File: config.mk
export PLATFORM = sky130hd
export DESIGN_NAME = predictive_thermal_regulator_flat
export DESIGN_NICKNAME = d
export VERILOG_FILES = /design/src/ptr_pkg.sv /design/src/ptr_if.sv /design/src/ptr_history.sv /design/src/ptr_mul.sv /design/src/predictive_thermal_regulator.sv /design/src/flat_wrapper.sv
export SDC_FILE = /design/constraint.sdc
export NUM_CORES = 1
export LEC_CHECK = 0
export ABC_AREA = 1
export BUFFER_PORTS_ARGS = -buffer_cell sky130_fd_sc_hd__clkbuf_2
export CORE_ASPECT_RATIO = 0.75
export CORE_MARGIN = 4
export CORE_UTILIZATION = 40
export DETAILED_ROUTE_END_ITERATION = 12
export HOLD_SLACK_MARGIN = 0.05
export PLACE_DENSITY = 0.59
export SYNTH_ARGS = -nofsm -noshare
export SYNTH_HDL_FRONTEND = slang
export SYNTH_HIERARCHICAL = 1
export SYNTH_SLANG_ARGS = --single-unit
File: constraint.sdc
create_clock -name clock -period 11.6 [get_ports clock]
set_input_delay 1.16 -clock clock [delete_from_list [all_inputs] [get_ports clock]]
set_output_delay 1.16 -clock clock [all_outputs]
set_load 0.02 [all_outputs]
File: src/ptr_pkg.sv
`timescale 1ns / 1ps
`default_nettype none

package ptr_pkg;

   localparam int HISTORY_DEPTH = 8;

   localparam int SAMPLE_W = 16;
   localparam int VOLT_W   = 8;
   localparam int M_W      = 12;
   localparam int DIFF_W   = 13;
   localparam int VAL_W    = 18;
   localparam int GAIN_W   = 8;
   localparam int PROD_W   = VAL_W + GAIN_W + 1;
   localparam int TEMP_W   = 11;
   localparam int MAG_W    = 15;
   localparam int ACC_W    = 8;
   localparam int CSR_IDX_W  = 3;
   localparam int CSR_DATA_W = 8;

   localparam int ROUND_BIAS  = 16;
   localparam int ROUND_SHIFT = 5;
   localparam int KELVIN_OFS  = 275;
   localparam int DEADBAND    = 3;
   localparam int GAIN_SHIFT  = 7;
   localparam int MAG_MAX     = 32767;

   localparam logic [7:0] CEILING_RST  = 8'd45;
   localparam logic [7:0] CAL_RST      = 8'd0;
   localparam logic [7:0] VLOW_RST     = 8'd29;
   localparam logic [3:0] LOOKAHEAD_RST = 4'd4;
   localparam logic [7:0] GAIN_RST     = 8'd64;
   localparam logic [6:0] SPACING_RST  = 7'd24;

   localparam logic [CSR_IDX_W-1:0] CSR_CEILING   = 3'd0;
   localparam logic [CSR_IDX_W-1:0] CSR_CAL       = 3'd1;
   localparam logic [CSR_IDX_W-1:0] CSR_VLOW      = 3'd2;
   localparam logic [CSR_IDX_W-1:0] CSR_LOOKAHEAD = 3'd3;
   localparam logic [CSR_IDX_W-1:0] CSR_GAIN      = 3'd4;
   localparam logic [CSR_IDX_W-1:0] CSR_SPACING   = 3'd5;

   typedef enum logic [1:0] {
      EV_NONE = 2'd0,
      EV_HOT  = 2'd1,
      EV_COLD = 2'd2,
      EV_OKAY = 2'd3
   } event_kind_type;

   typedef enum logic [2:0] {
      ST_IDLE = 3'd0,
      ST_DIFF = 3'd1,
      ST_PRED = 3'd2,
      ST_ERR  = 3'd3,
      ST_MAG  = 3'd4,
      ST_DONE = 3'd5
   } state_type;

   typedef struct packed {
      logic           rd_en;
      logic           wr_en;
      logic           fill_en;
      logic [M_W-1:0] data;
   } hist_ctl_type;

endpackage

`default_nettype wire

File: src/ptr_if.sv
`timescale 1ns / 1ps
`default_nettype none

interface ptr_req_if;
   logic                            valid;
   logic                            ready;
   logic [ptr_pkg::SAMPLE_W-1:0]    smoothed_sample;
   logic [ptr_pkg::SAMPLE_W-1:0]    raw_sample;
   logic                            restart;
   logic [ptr_pkg::VOLT_W-1:0]      battery_voltage;

   modport source (output valid, smoothed_sample, raw_sample, restart, battery_voltage,
                   input ready);
   modport sink (input valid, smoothed_sample, raw_sample, restart, battery_voltage,
                 output ready);
endinterface

interface ptr_rsp_if;
   logic                            valid;
   logic                            ready;
   logic signed [ptr_pkg::TEMP_W-1:0] temperature_c;
   logic [1:0]                      event_kind;
   logic [ptr_pkg::MAG_W-1:0]       magnitude;

   modport source (output valid, temperature_c, event_kind, magnitude, input ready);
   modport sink (input valid, temperature_c, event_kind, magnitude, output ready);
endinterface

`default_nettype wire

File: src/ptr_history.sv
`timescale 1ns / 1ps
`default_nettype none

module ptr_history #(
   parameter int DEPTH  = ptr_pkg::HISTORY_DEPTH,
   parameter int ADDR_W = (DEPTH > 1) ? $clog2(DEPTH) : 1
) (
   input  wire                          clock,
   input  wire                          reset,
   input  wire ptr_pkg::hist_ctl_type   ctl,
   input  wire [ADDR_W-1:0]             addr,
   output logic [ptr_pkg::M_W-1:0]      rd_data
);

   logic [ptr_pkg::M_W-1:0] mem [DEPTH];
   logic [ptr_pkg::M_W-1:0] rd_data_ff;
   logic                    rd_valid_ff;
   logic [DEPTH-1:0]        valid_ff;
   logic [ptr_pkg::M_W-1:0] fill_ff;

   // entries not written since the last refill read as the refill value
   always_ff @(posedge clock) begin
      if (ctl.wr_en) begin
         mem[addr] <= ctl.data;
      end
      if (ctl.rd_en) begin
         rd_data_ff <= mem[addr];
      end
   end

   always_ff @(posedge clock) begin
      if (reset) begin
         valid_ff    <= '0;
         fill_ff     <= '0;
         rd_valid_ff <= 1'b0;
      end else begin
         if (ctl.fill_en) begin
            valid_ff <= '0;
            fill_ff  <= ctl.data;
         end else if (ctl.wr_en) begin
            valid_ff[addr] <= 1'b1;
         end
         if (ctl.rd_en) begin
            rd_valid_ff <= valid_ff[addr];
         end
      end
   end

   assign rd_data = rd_valid_ff ? rd_data_ff : fill_ff;

endmodule

`default_nettype wire

File: src/ptr_mul.sv
`timescale 1ns / 1ps
`default_nettype none

module ptr_mul (
   input  wire                                  clock,
   input  wire                                  en,
   input  wire signed [ptr_pkg::VAL_W-1:0]      op_a,
   input  wire [ptr_pkg::GAIN_W-1:0]            op_b,
   output logic signed [ptr_pkg::PROD_W-1:0]    prod
);

   logic signed [ptr_pkg::PROD_W-1:0] prod_ff;

   always_ff @(posedge clock) begin
      if (en) begin
         prod_ff <= op_a * $signed({1'b0, op_b});
      end
   end

   assign prod = prod_ff;

endmodule

`default_nettype wire

File: src/predictive_thermal_regulator.sv
`timescale 1ns / 1ps
`default_nettype none
// An accepted req transaction steps through ST_DIFF, ST_PRED, ST_ERR, ST_MAG
// and ST_DONE, which loads the rsp register; a new req is taken only in ST_IDLE.
// The shared multiplier is used twice per tick (trend prediction, then response
// magnitude) under the sequencer. Output stall holds the result in ST_DONE until
// the rsp register frees. Reset (synchronous, active high): registers to defaults,
// history reads as zero, slot and warning accumulator zero, no result pending.

module predictive_thermal_regulator #(
   parameter int HISTORY_DEPTH = ptr_pkg::HISTORY_DEPTH
) (
   input  wire                               clock,
   input  wire                               reset,
   ptr_req_if.sink                           req,
   ptr_rsp_if.source                         rsp,
   input  wire                               csr_wr_en,
   input  wire [ptr_pkg::CSR_IDX_W-1:0]      csr_index,
   input  wire [ptr_pkg::CSR_DATA_W-1:0]     csr_wr_data
);

   localparam int SLOT_W = (HISTORY_DEPTH > 1) ? $clog2(HISTORY_DEPTH) : 1;
   localparam int VW = ptr_pkg::VAL_W;

   ptr_pkg::state_type state_ff, state_in;

   logic [7:0]        ceiling_ff;
   logic signed [7:0] cal_ff;
   logic [7:0]        vlow_ff;
   logic [3:0]        lookahead_ff;
   logic [7:0]        gain_ff;
   logic [6:0]        spacing_ff;

   logic [SLOT_W-1:0]                 slot_ff, slot_in;
   logic [ptr_pkg::ACC_W-1:0]         acc_ff, acc_in;
   logic [ptr_pkg::M_W-1:0]           m_ff, m_in;
   logic                              restart_ff, restart_in;
   logic [ptr_pkg::VOLT_W-1:0]        volts_ff, volts_in;
   logic signed [ptr_pkg::DIFF_W-1:0] diff_ff, diff_in;
   logic signed [VW-1:0]              err_ff, err_in;

   logic                              rsp_valid_ff, rsp_valid_in;
   logic signed [ptr_pkg::TEMP_W-1:0] temp_ff, temp_in;
   ptr_pkg::event_kind_type           kind_ff, kind_in;
   logic [ptr_pkg::MAG_W-1:0]         mag_ff, mag_in;

   ptr_pkg::hist_ctl_type             hist_ctl;
   logic [ptr_pkg::M_W-1:0]           hist_rd;
   logic                              mul_en;
   logic signed [VW-1:0]              mul_a;
   logic [ptr_pkg::GAIN_W-1:0]        mul_b;
   logic signed [ptr_pkg::PROD_W-1:0] prod;

   logic                              accept, out_free, load;
   logic [ptr_pkg::SAMPLE_W:0]        round_sum;
   logic signed [VW-1:0]              ceil_units, pred, err_raw, below, num, how_raw;
   logic [ptr_pkg::MAG_W-1:0]         how;
   logic signed [ptr_pkg::DIFF_W-1:0] temp_wide;
   logic                              acc_pos, acc_neg;

   ptr_history #(
      .DEPTH  (HISTORY_DEPTH),
      .ADDR_W (SLOT_W)
   ) u_history (
      .clock   (clock),
      .reset   (reset),
      .ctl     (hist_ctl),
      .addr    (slot_ff),
      .rd_data (hist_rd)
   );

   ptr_mul u_mul (
      .clock (clock),
      .en    (mul_en),
      .op_a  (mul_a),
      .op_b  (mul_b),
      .prod  (prod)
   );

   assign accept   = req.valid && req.ready;
   assign out_free = !rsp_valid_ff || rsp.ready;
   assign req.ready = (state_ff == ptr_pkg::ST_IDLE);

   assign round_sum = (req.restart ? {1'b0, req.raw_sample} : {1'b0, req.smoothed_sample})
                      + (ptr_pkg::SAMPLE_W + 1)'(ptr_pkg::ROUND_BIAS);

   assign ceil_units = (VW'($signed({1'b0, ceiling_ff})) + VW'(ptr_pkg::KELVIN_OFS)
                        - VW'(cal_ff)) <<< 1;
   assign pred    = $signed({{(VW - ptr_pkg::M_W){1'b0}}, m_ff}) + prod[VW-1:0];
   assign err_raw = pred - ceil_units;
   assign below   = err_ff + VW'(4);
   assign num     = (err_ff <<< 1) - VW'(ptr_pkg::DEADBAND);
   assign how_raw = VW'(prod >>> ptr_pkg::GAIN_SHIFT);
   assign acc_pos = !acc_ff[ptr_pkg::ACC_W-1] && (acc_ff != '0);
   assign acc_neg = acc_ff[ptr_pkg::ACC_W-1];
   assign temp_wide = $signed({2'b00, m_ff[ptr_pkg::M_W-1:1]})
                      + ptr_pkg::DIFF_W'(cal_ff)
                      - ptr_pkg::DIFF_W'(ptr_pkg::KELVIN_OFS);

   always_comb begin
      if (err_ff > VW'(1)) begin
         if (how_raw < VW'(1)) begin
            how = ptr_pkg::MAG_W'(1);
         end else if (how_raw > VW'(ptr_pkg::MAG_MAX)) begin
            how = ptr_pkg::MAG_W'(ptr_pkg::MAG_MAX);
         end else begin
            how = how_raw[ptr_pkg::MAG_W-1:0];
         end
      end else begin
         how = ptr_pkg::MAG_W'(1);
      end
   end

   always_comb begin
      state_in     = state_ff;
      hist_ctl     = '0;
      hist_ctl.data = m_ff;
      mul_en       = 1'b0;
      mul_a        = VW'(diff_ff);
      mul_b        = {4'b0000, lookahead_ff};
      load         = 1'b0;
      slot_in      = slot_ff;
      m_in         = m_ff;
      restart_in   = restart_ff;
      volts_in     = volts_ff;
      diff_in      = diff_ff;
      err_in       = err_ff;
      acc_in       = acc_ff;
      temp_in      = temp_ff;
      kind_in      = kind_ff;
      mag_in       = mag_ff;
      unique case (state_ff)
         ptr_pkg::ST_IDLE: begin
            if (accept) begin
               hist_ctl.rd_en = 1'b1;
               m_in       = round_sum[ptr_pkg::SAMPLE_W:ptr_pkg::ROUND_SHIFT];
               restart_in = req.restart;
               volts_in   = req.battery_voltage;
               state_in   = ptr_pkg::ST_DIFF;
            end
         end
         ptr_pkg::ST_DIFF: begin
            hist_ctl.wr_en   = !restart_ff;
            hist_ctl.fill_en = restart_ff;
            diff_in = restart_ff ? '0 :
                      $signed({1'b0, m_ff}) - $signed({1'b0, hist_rd});
            slot_in = (slot_ff == SLOT_W'(HISTORY_DEPTH - 1)) ? '0 : slot_ff + 1'b1;
            state_in = ptr_pkg::ST_PRED;
         end
         ptr_pkg::ST_PRED: begin
            mul_en   = 1'b1;
            state_in = ptr_pkg::ST_ERR;
         end
         ptr_pkg::ST_ERR: begin
            if (err_raw > VW'(ptr_pkg::DEADBAND)) begin
               err_in = err_raw - VW'(ptr_pkg::DEADBAND);
            end else if (err_raw < -VW'(ptr_pkg::DEADBAND)) begin
               err_in = err_raw + VW'(ptr_pkg::DEADBAND);
            end else begin
               err_in = '0;
            end
            state_in = ptr_pkg::ST_MAG;
         end
         ptr_pkg::ST_MAG: begin
            mul_en   = 1'b1;
            mul_a    = num;
            mul_b    = gain_ff;
            state_in = ptr_pkg::ST_DONE;
         end
         ptr_pkg::ST_DONE: begin
            if (out_free) begin
               load    = 1'b1;
               temp_in = temp_wide[ptr_pkg::TEMP_W-1:0];
               kind_in = ptr_pkg::EV_NONE;
               mag_in  = '0;
               if (err_ff > VW'(0) && !diff_ff[ptr_pkg::DIFF_W-1]) begin
                  if (acc_pos) begin
                     acc_in = acc_ff - err_ff[ptr_pkg::ACC_W-1:0];
                  end else begin
                     acc_in  = {1'b0, spacing_ff} - how[ptr_pkg::ACC_W-1:0];
                     kind_in = ptr_pkg::EV_HOT;
                     mag_in  = how;
                  end
               end else if (below < VW'(0) && diff_ff[ptr_pkg::DIFF_W-1]) begin
                  if (acc_neg) begin
                     acc_in = acc_ff - below[ptr_pkg::ACC_W-1:0];
                  end else begin
                     acc_in = 8'd0 - {1'b0, spacing_ff} - below[ptr_pkg::ACC_W-1:0];
                     if ({1'b0, volts_ff} > ({1'b0, vlow_ff} + 9'd1)) begin
                        kind_in = ptr_pkg::EV_COLD;
                        mag_in  = ptr_pkg::MAG_W'((-below) >>> 1);
                     end
                  end
               end else if (volts_ff > vlow_ff) begin
                  kind_in = ptr_pkg::EV_OKAY;
               end
               state_in = ptr_pkg::ST_IDLE;
            end
         end
         default: begin
            state_in = ptr_pkg::ST_IDLE;
         end
      endcase
   end

   assign rsp_valid_in = load ? 1'b1 : (rsp.ready ? 1'b0 : rsp_valid_ff);

   always_ff @(posedge clock) begin
      if (reset) begin
         state_ff     <= ptr_pkg::ST_IDLE;
         slot_ff      <= '0;
         acc_ff       <= '0;
         rsp_valid_ff <= 1'b0;
      end else begin
         state_ff     <= state_in;
         slot_ff      <= slot_in;
         acc_ff       <= acc_in;
         rsp_valid_ff <= rsp_valid_in;
      end
   end

   always_ff @(posedge clock) begin
      m_ff       <= m_in;
      restart_ff <= restart_in;
      volts_ff   <= volts_in;
      diff_ff    <= diff_in;
      err_ff     <= err_in;
      temp_ff    <= temp_in;
      kind_ff    <= kind_in;
      mag_ff     <= mag_in;
   end

   always_ff @(posedge clock) begin
      if (reset) begin
         ceiling_ff   <= ptr_pkg::CEILING_RST;
         cal_ff       <= ptr_pkg::CAL_RST;
         vlow_ff      <= ptr_pkg::VLOW_RST;
         lookahead_ff <= ptr_pkg::LOOKAHEAD_RST;
         gain_ff      <= ptr_pkg::GAIN_RST;
         spacing_ff   <= ptr_pkg::SPACING_RST;
      end else if (csr_wr_en) begin
         unique case (csr_index)
            ptr_pkg::CSR_CEILING:   ceiling_ff   <= csr_wr_data;
            ptr_pkg::CSR_CAL:       cal_ff       <= csr_wr_data;
            ptr_pkg::CSR_VLOW:      vlow_ff      <= csr_wr_data;
            ptr_pkg::CSR_LOOKAHEAD: lookahead_ff <= csr_wr_data[3:0];
            ptr_pkg::CSR_GAIN:      gain_ff      <= csr_wr_data;
            ptr_pkg::CSR_SPACING:   spacing_ff   <= csr_wr_data[6:0];
            default: begin
            end
         endcase
      end
   end

   assign rsp.valid         = rsp_valid_ff;
   assign rsp.temperature_c = temp_ff;
   assign rsp.event_kind    = kind_ff;
   assign rsp.magnitude     = mag_ff;

   a_accept_starts: assert property (@(posedge clock) disable iff (reset)
      accept |=> state_ff == ptr_pkg::ST_DIFF)
      else $error("accepted transaction did not start the sequencer");

   a_slot_range: assert property (@(posedge clock) disable iff (reset)
      slot_ff <= SLOT_W'(HISTORY_DEPTH - 1))
      else $error("history slot out of range");

   a_okay_no_mag: assert property (@(posedge clock) disable iff (reset)
      (rsp_valid_ff && kind_ff == ptr_pkg::EV_OKAY) |-> mag_ff == '0)
      else $error("okay event with magnitude");

   a_hot_has_mag: assert property (@(posedge clock) disable iff (reset)
      (rsp_valid_ff && kind_ff == ptr_pkg::EV_HOT) |-> mag_ff != '0)
      else $error("hot event without magnitude");

   a_load_only_free: assert property (@(posedge clock) disable iff (reset)
      load |-> (!rsp_valid_ff || rsp.ready))
      else $error("result overwritten while pending");

endmodule

`default_nettype wire
File: src/flat_wrapper.sv
// flat-port wrapper written by rule: the top's interface ports become plain ports
module predictive_thermal_regulator_flat 
#(
   parameter int HISTORY_DEPTH = ptr_pkg::HISTORY_DEPTH
)
  (clock, reset, csr_wr_en, csr_index, csr_wr_data, req_valid, req_smoothed_sample, req_raw_sample, req_restart, req_battery_voltage, req_ready, rsp_valid, rsp_temperature_c, rsp_event_kind, rsp_magnitude, rsp_ready);
  ptr_req_if req_i ();
  ptr_rsp_if rsp_i ();
  input  wire clock;
  input  wire reset;
  input  wire csr_wr_en;
  input  wire [ptr_pkg::CSR_IDX_W-1:0] csr_index;
  input  wire [ptr_pkg::CSR_DATA_W-1:0] csr_wr_data;
  input wire logic [$bits(req_i.valid)-1:0] req_valid;
  input wire logic [$bits(req_i.smoothed_sample)-1:0] req_smoothed_sample;
  input wire logic [$bits(req_i.raw_sample)-1:0] req_raw_sample;
  input wire logic [$bits(req_i.restart)-1:0] req_restart;
  input wire logic [$bits(req_i.battery_voltage)-1:0] req_battery_voltage;
  output wire logic [$bits(req_i.ready)-1:0] req_ready;
  output wire logic [$bits(rsp_i.valid)-1:0] rsp_valid;
  output wire logic [$bits(rsp_i.temperature_c)-1:0] rsp_temperature_c;
  output wire logic [$bits(rsp_i.event_kind)-1:0] rsp_event_kind;
  output wire logic [$bits(rsp_i.magnitude)-1:0] rsp_magnitude;
  input wire logic [$bits(rsp_i.ready)-1:0] rsp_ready;
  assign req_i.valid = req_valid;
  assign req_i.smoothed_sample = req_smoothed_sample;
  assign req_i.raw_sample = req_raw_sample;
  assign req_i.restart = req_restart;
  assign req_i.battery_voltage = req_battery_voltage;
  assign req_ready = req_i.ready;
  assign rsp_valid = rsp_i.valid;
  assign rsp_temperature_c = rsp_i.temperature_c;
  assign rsp_event_kind = rsp_i.event_kind;
  assign rsp_magnitude = rsp_i.magnitude;
  assign rsp_i.ready = rsp_ready;
  predictive_thermal_regulator #(.HISTORY_DEPTH(HISTORY_DEPTH)) u_core (.clock(clock), .reset(reset), .req(req_i), .rsp(rsp_i), .csr_wr_en(csr_wr_en), .csr_index(csr_index), .csr_wr_data(csr_wr_data));
endmodule
# Word-level counts from Yosys, hierarchy flattened

Memory sizes are Yosys's and may differ from the RTL's. A register that Yosys moved wholly into a read port is not among the register bits.
Cells that the tools add are included.

Flip-flop bits (word level): 184
Bits in writable memories: 96
Input bits: 57
Memories kept: 1

Memories:

| memory               | depth | bits a word | rd ports | clocked after Yosys merged registers in | wr ports | line              | RTL |
|---|---|---|---|---|---|---|---|
| u_core.u_history.mem | 8     | 12          | 1        | 1                                       | 1        | ptr_history.sv:15 | `logic [ptr_pkg::M_W-1:0] mem [DEPTH];` |

$add $sub $neg: 20
Multipliers: 1
Order comparisons: 11
Equal/unequal tests: 13
Muxes and demuxes: 42
Bitwise operators: 1
Reductions and logical operators: 27

Operators with widths:

| kind                                                             | count |
|---|---|
| two-way mux 15 bit                                               | 8 |
| two-way mux 18 bit                                               | 3 |
| two-way mux 8 bit                                                | 5 |
| subtractor 18 x 3 -> 18 bit (second input constant)              | 2 |
| multiplier 18 x 9 -> 25 bit                                      | 1 |
| subtractor 8 bit                                                 | 3 |
| adder 12 x 18 -> 18 bit                                          | 1 |
| adder 18 x 3 -> 18 bit (second input constant)                   | 1 |
| adder 18 x 4 -> 18 bit (second input constant)                   | 1 |
| greater-than comparator 18 x 1 -> 1 bit (second input constant)  | 1 |
| greater-than comparator 18 x 16 -> 1 bit (second input constant) | 1 |
| greater-than comparator 18 x 2 -> 1 bit (second input constant)  | 1 |
| greater-than comparator 18 x 3 -> 1 bit (second input constant)  | 1 |
| less-than comparator 18 x 1 -> 1 bit (second input constant)     | 1 |
| less-than comparator 18 x 2 -> 1 bit (second input constant)     | 1 |
| less-than comparator 18 x 3 -> 1 bit (second input constant)     | 1 |
| one-hot mux 3 bit (6 select lines)                               | 1 |
| AND reduction 2 bit                                              | 9 |
| subtractor 18 bit                                                | 1 |
| adder 17 x 5 -> 17 bit (second input constant)                   | 1 |
| two-way mux 16 bit                                               | 1 |
| negator 16 bit                                                   | 1 |
| equality test 3 bit (second input constant)                      | 5 |
| subtractor 12 x 12 -> 13 bit                                     | 1 |
| 31 further kinds                                                 | 63 |

# Longest topological paths before layout

Depth after elaboration: 7
Depth in mapped cells: 34

# Hierarchy

The synthesis kept the hierarchy.

By module, submodules not included:

| module                       | instances | cells each | area an instance (µm²) | seq. area each (µm²) |
|---|---|---|---|---|
| predictive_thermal_regulator | 1         | 1794       | 12784.8                | 3563.4 |
| ptr_mul                      | 1         | 949        | 6800.3                 | 810.8 |
| ptr_history                  | 1         | 480        | 5158.7                 | 3663.5 |

# Worst setup path before layout

No wires, ideal clock.

Path kind: reg-to-reg
Start point: register u_core.err_ff[2]
End point: register u_core.u_mul.prod_ff, in the netlist u_core/u_mul/prod[22] (data pin)
Setup time: 253 ps
Arrival: 5281 ps
Path slack: 6066 ps
Stages on the path, launching flop included: 33
Buffers on the path: 1
Period minus slack after synthesis: 5534 ps
Cell sequence: edfxtp_1 -> inv_1 -> ha_1 -> nand2_1 -> nor2_1 -> inv_1 -> nor2_1 -> inv_1 -> nor2_1 -> inv_1 -> nor3_1 -> nand2_1 -> nand2_1 -> inv_1 -> o21ai_0 -> buf_1 -> nand2_1 -> fa_1 -> inv_1 -> fa_1 -> inv_1 -> fa_1 -> fa_1 -> inv_1 -> ha_1 -> nand2_1 -> inv_1 -> nand2_1 -> nand2_1 -> a21oi_1 -> nand3_1 -> nand2_1 -> nand2_1

Longest elaborated chain between the ends: 3

Ends and longest elaborated chain:

| item                        | line                                | RTL |
|---|---|---|
| from (decl)                 | predictive_thermal_regulator.sv:40  | `logic signed [VW-1:0] err_ff, err_in;` |
| from (signal assigned)      | predictive_thermal_regulator.sv:227 | `err_ff <= err_in;` |
| subtractor 18 x 3 -> 18 bit | predictive_thermal_regulator.sv:92  | `assign num = (err_ff <<< 1) - VW'(ptr_pkg::DEADBAND);` |
| two-way mux 18 bit          | predictive_thermal_regulator.sv:132 | `unique case (state_ff)` |
| named net u_core.mul_a[14]  | predictive_thermal_regulator.sv:50  | `logic signed [VW-1:0] mul_a;` |
| multiplier 18 x 9 -> 25 bit | ptr_mul.sv:16                       | `prod_ff <= op_a * $signed({1'b0, op_b});` |
| to (signal assigned)        | ptr_mul.sv:16                       |  |
| to (decl)                   | ptr_mul.sv:12                       | `logic signed [ptr_pkg::PROD_W-1:0] prod_ff;` |

The timed path passes the listed nets, and every way through them passes these cells.
A chain may end at the register's enable or synchronous reset.

# Worst setup path after layout

Start point: register u_core.err_ff[2]
End point: register u_core.u_mul.prod_ff, in the netlist u_core/u_mul/prod[24] (data pin)

The elaborated chain is that of the path after synthesis.

==> results.py <==
metrics = {
    "status": {
        "run_status": "complete, no violations",
    },
    "logic_synthesis": {
        "postSynthCellCount": 3149,
        "synth.avg_cell_area_um2": 7.73,
        "synth_warnings": 6,
        "number_of_nets_produced_by_synthesis": 3513,
        "synthesis.area_um2": 24300,
    },
    "place": {
        "placement.setup.worst_slack_ps": 5100,
        "detailed_place_hpwl_mm": 52.6,
        "dpl_cell_area_um2": 25600,
        "place_congestion": 0.931,
        "placedCellCount": 3975,
        "portBuffers": 78,
    },
    "routing": {
        "detail_route.iter0.violations": 1725,
        "drt_drc_violations_left": 0,
        "routed_wl_mm": 67.5,
        "drt-wirelength-per-cell_um": 16.7,
        "route.detailed.vias_per_inst": 4.96,
        "drt_first_pass_iters": 5,
        "via_count": 20000,
        "postRouteAntennaNets": 0,
    },
    "timing": {
        "final_critical_path_setup_slack_ps": 4940,
        "max-slew-margin-rel_pct": 15.2,
        "timing.fmax_mhz": 150,
        "count_of_final_setup_violators": 0,
        "fin_hold_ws_ps": 451,
        "setup_repair_after_global_routing_missed_its_margin": "false",
        "timing.final.hold_violations": 0,
        "timing.final.crit_share_pct": 57.4,
        "period_needed_ps": 6660,
        "finalMaxSlewViolations": 0,
        "slew_at_the_pin_with_the_worst_max_slew_slack_ps": 1260,
        "totalNegativeSetupSlack_ps": 0,
        "fin_worst_skew_ps": 34.7,
    },
    "critical_path": {
        "critical_path.endpoint": "u_core/u_mul/prod[24]$_DFFE_PP_",
        "timing.critical_path.fanout_max": 8,
        "cp_slowest_cell": "sky130_fd_sc_hd__a41oi_1",
        "endpoint_arrival_time_on_the_critical_path_ps": 6930,
        "crit_required_ps": 11870,
        "worst_setup_path_startpoint": "u_core/err_ff[2]$_DFFE_PN_",
        "critical_path_depth": 27,
        "startpoint_type": "flip-flop",
        "r2r-end": "u_core/u_mul/prod[24]$_DFFE_PP_",
        "crit_buf_inv": 7,
        "crit_type": "reg -> reg",
        "timing.rr.start": "u_core/err_ff[2]$_DFFE_PN_",
        "crit_path_leading_delay_family": "adder cells",
        "timing.reg2reg.worst_path_depth": 27,
        "ff2ff_setup_slack_ps": 4940,
        "cp-end-kind": "flip-flop",
        "max_stage_delay_ps": 800,
        "cp_common_cell": "sky130_fd_sc_hd__nand2_1",
    },
    "power": {
        "static_leakage_nw": 13.2,
        "power.combinational.fraction_pct": 53.5,
        "switching_share_of_power_pct": 47.5,
        "irDropWorstVdd_v": 0.000126,
        "pwr-share-clk_pct": 19.8,
        "p_sw_mw": 2.58,
        "pwr_density_cell_nw_per_um2": 203,
        "finalPower_mw": 5.43,
        "pwr-share-seq_pct": 26.7,
        "internal-power_mw": 2.85,
    },
    "final_layout": {
        "final_layout_size_suffix_gt1_share_pct": 8.19,
        "final_core_utilization_pct": 44.3,
        "antenna_cells": 0,
        "stdcell_count": 4035,
        "syn_to_final_growth_pct": 9.71,
        "final_net_count": 3575,
        "final.fill_count": 6106,
        "finish.instance_area_um2": 26700,
    },
    "die": {
        "num_rows": 78,
        "die-area_um2": 64900,
        "num_io_pins": 87,
        "die-width_um": 293,
        "die_h_um": 222,
        "initial_core_util_pct": 40.4,
        "floorplan.core_area_um2": 60300,
    },
    "cts": {
        "max_h_tree_level": 2,
        "cts_tree": "built",
        "postCtsHoldBufs": 0,
        "number_of_buffers_created_by_cts": 34,
        "clkLatencyLatePin_ps": 550,
        "clock_path_buffers": 3,
        "tritoncts_num_sinks": 292,
        "cts-resized-gates": 0,
        "cts_setup_buffers": 0,
        "cts-root-buf": "sky130_fd_sc_hd__clkbuf_16",
        "clk_transition_reported_paths_ps": 60,
    },
    "hold_path": {
        "hold_path_startpoint": "u_core/u_history/fill_ff[1]$_SDFFE_PP0P_",
        "worstHoldPathType": "reg -> reg",
    },
    "grt": {
        "first_global_vias": 18800,
        "grt.overflow.total": 0,
        "largest_net_degree_at_the_start_of_global_routing": 61,
        "global_route_total_usage_across_every_layer_pct": 20.7,
        "grt_first_pass_wirelength_mm": 106,
        "antenna_found_initial": 1,
    },
    "run": {
        "cap_viol_max_count": 0,
    },
}
-- layout by cell type, fill, tap and decap left out, drive strengths merged, types with 79 or more instances in the layout --
| cell | count |
|---|---|
| a21oi | 159 |
| clkbuf | 129 |
| dfxtp | 79 |
| edfxtp | 213 |
| fa | 129 |
| ha | 178 |
| inv | 658 |
| nand2 | 796 |
| nand3 | 162 |
| nor2 | 259 |
| o21ai | 181 |
-- how the worst min path moves through the flow --
stage	end	cells after the start	slack [ps]
final	u_core/u_history/fill_ff[1]$_SDFFE_PP0P_	2	450
after global routing	u_core/u_history/fill_ff[8]$_SDFFE_PP0P_	2	460
after CTS	u_core/u_history/fill_ff[5]$_SDFFE_PP0P_	2	450
after detailed placement	u_core/u_history/fill_ff[11]$_SDFFE_PP0P_	2	440
after global placement	u_core/u_history/fill_ff[11]$_SDFFE_PP0P_	2	440
after floorplan	u_core/u_history/fill_ff[11]$_SDFFE_PP0P_	2	420
-- flip-flops by register name (all words and copies together), names as in the netlist, 11 cells and up --
register,cells
u_core/u_history/mem,96
u_core/u_mul/prod,25
u_core/err_ff,18
u_core/rsp.magnitude,15
u_core/diff_ff,13
u_core/m_ff,12
u_core/u_history/fill_ff,12
u_core/u_history/rd_data_ff,12
u_core/rsp.temperature_c,11
-- cell type report --
class | instances | area, um^2 | share of cell area, %
Tap cell | 800 | 1000 | 3.75
Clock buffer | 51 | 1010 | 3.79
Sequential cell | 292 | 7980 | 29.9
Clock inverter | 9 | 87.6 | 0.328
Inverter | 658 | 2470 | 9.25
Multi-Input combinational cell | 2127 | 13600 | 51.0
Timing Repair Buffer | 98 | 541 | 2.02
-- worst min-delay path, delay by kind of cell (launching register included) --
kind	cells	cell delay (ps)
buffers and inverters	1	50
AO/OA/AOI/OAI	1	60
flip-flops	1	290
-- power groups by stage --
| stage | combinational (mW) | clock [mW] | sequential [mW] |
|---|---|---|---|
| after detailed placement | 2.84 | 0 | 1.47 |
| after global placement | 2.83 | 0 | 1.47 |
| after global routing | 3.27 | 1.15 | 1.46 |
| after floorplan | 2.12 | 0 | 1.41 |
| after CTS | 2.87 | 1.10 | 1.45 |
| final | 2.91 | 1.08 | 1.45 |
-- layer usage --
| layer | vias to the layer above | GRT usage, % | wire, um |
|---|---|---|---|
| met4 | 2 | 4.49 | 1280 |
| met3 | 77 | 4.98 | 5980 |
| met2 | 648 | 28.6 | 26300 |
| met5 | - | 0 | 18 |
| met1 | 9239 | 32.5 | 34000 |
| li1 | 10100 | - | - |
Power figures use the tool's default switching activity.
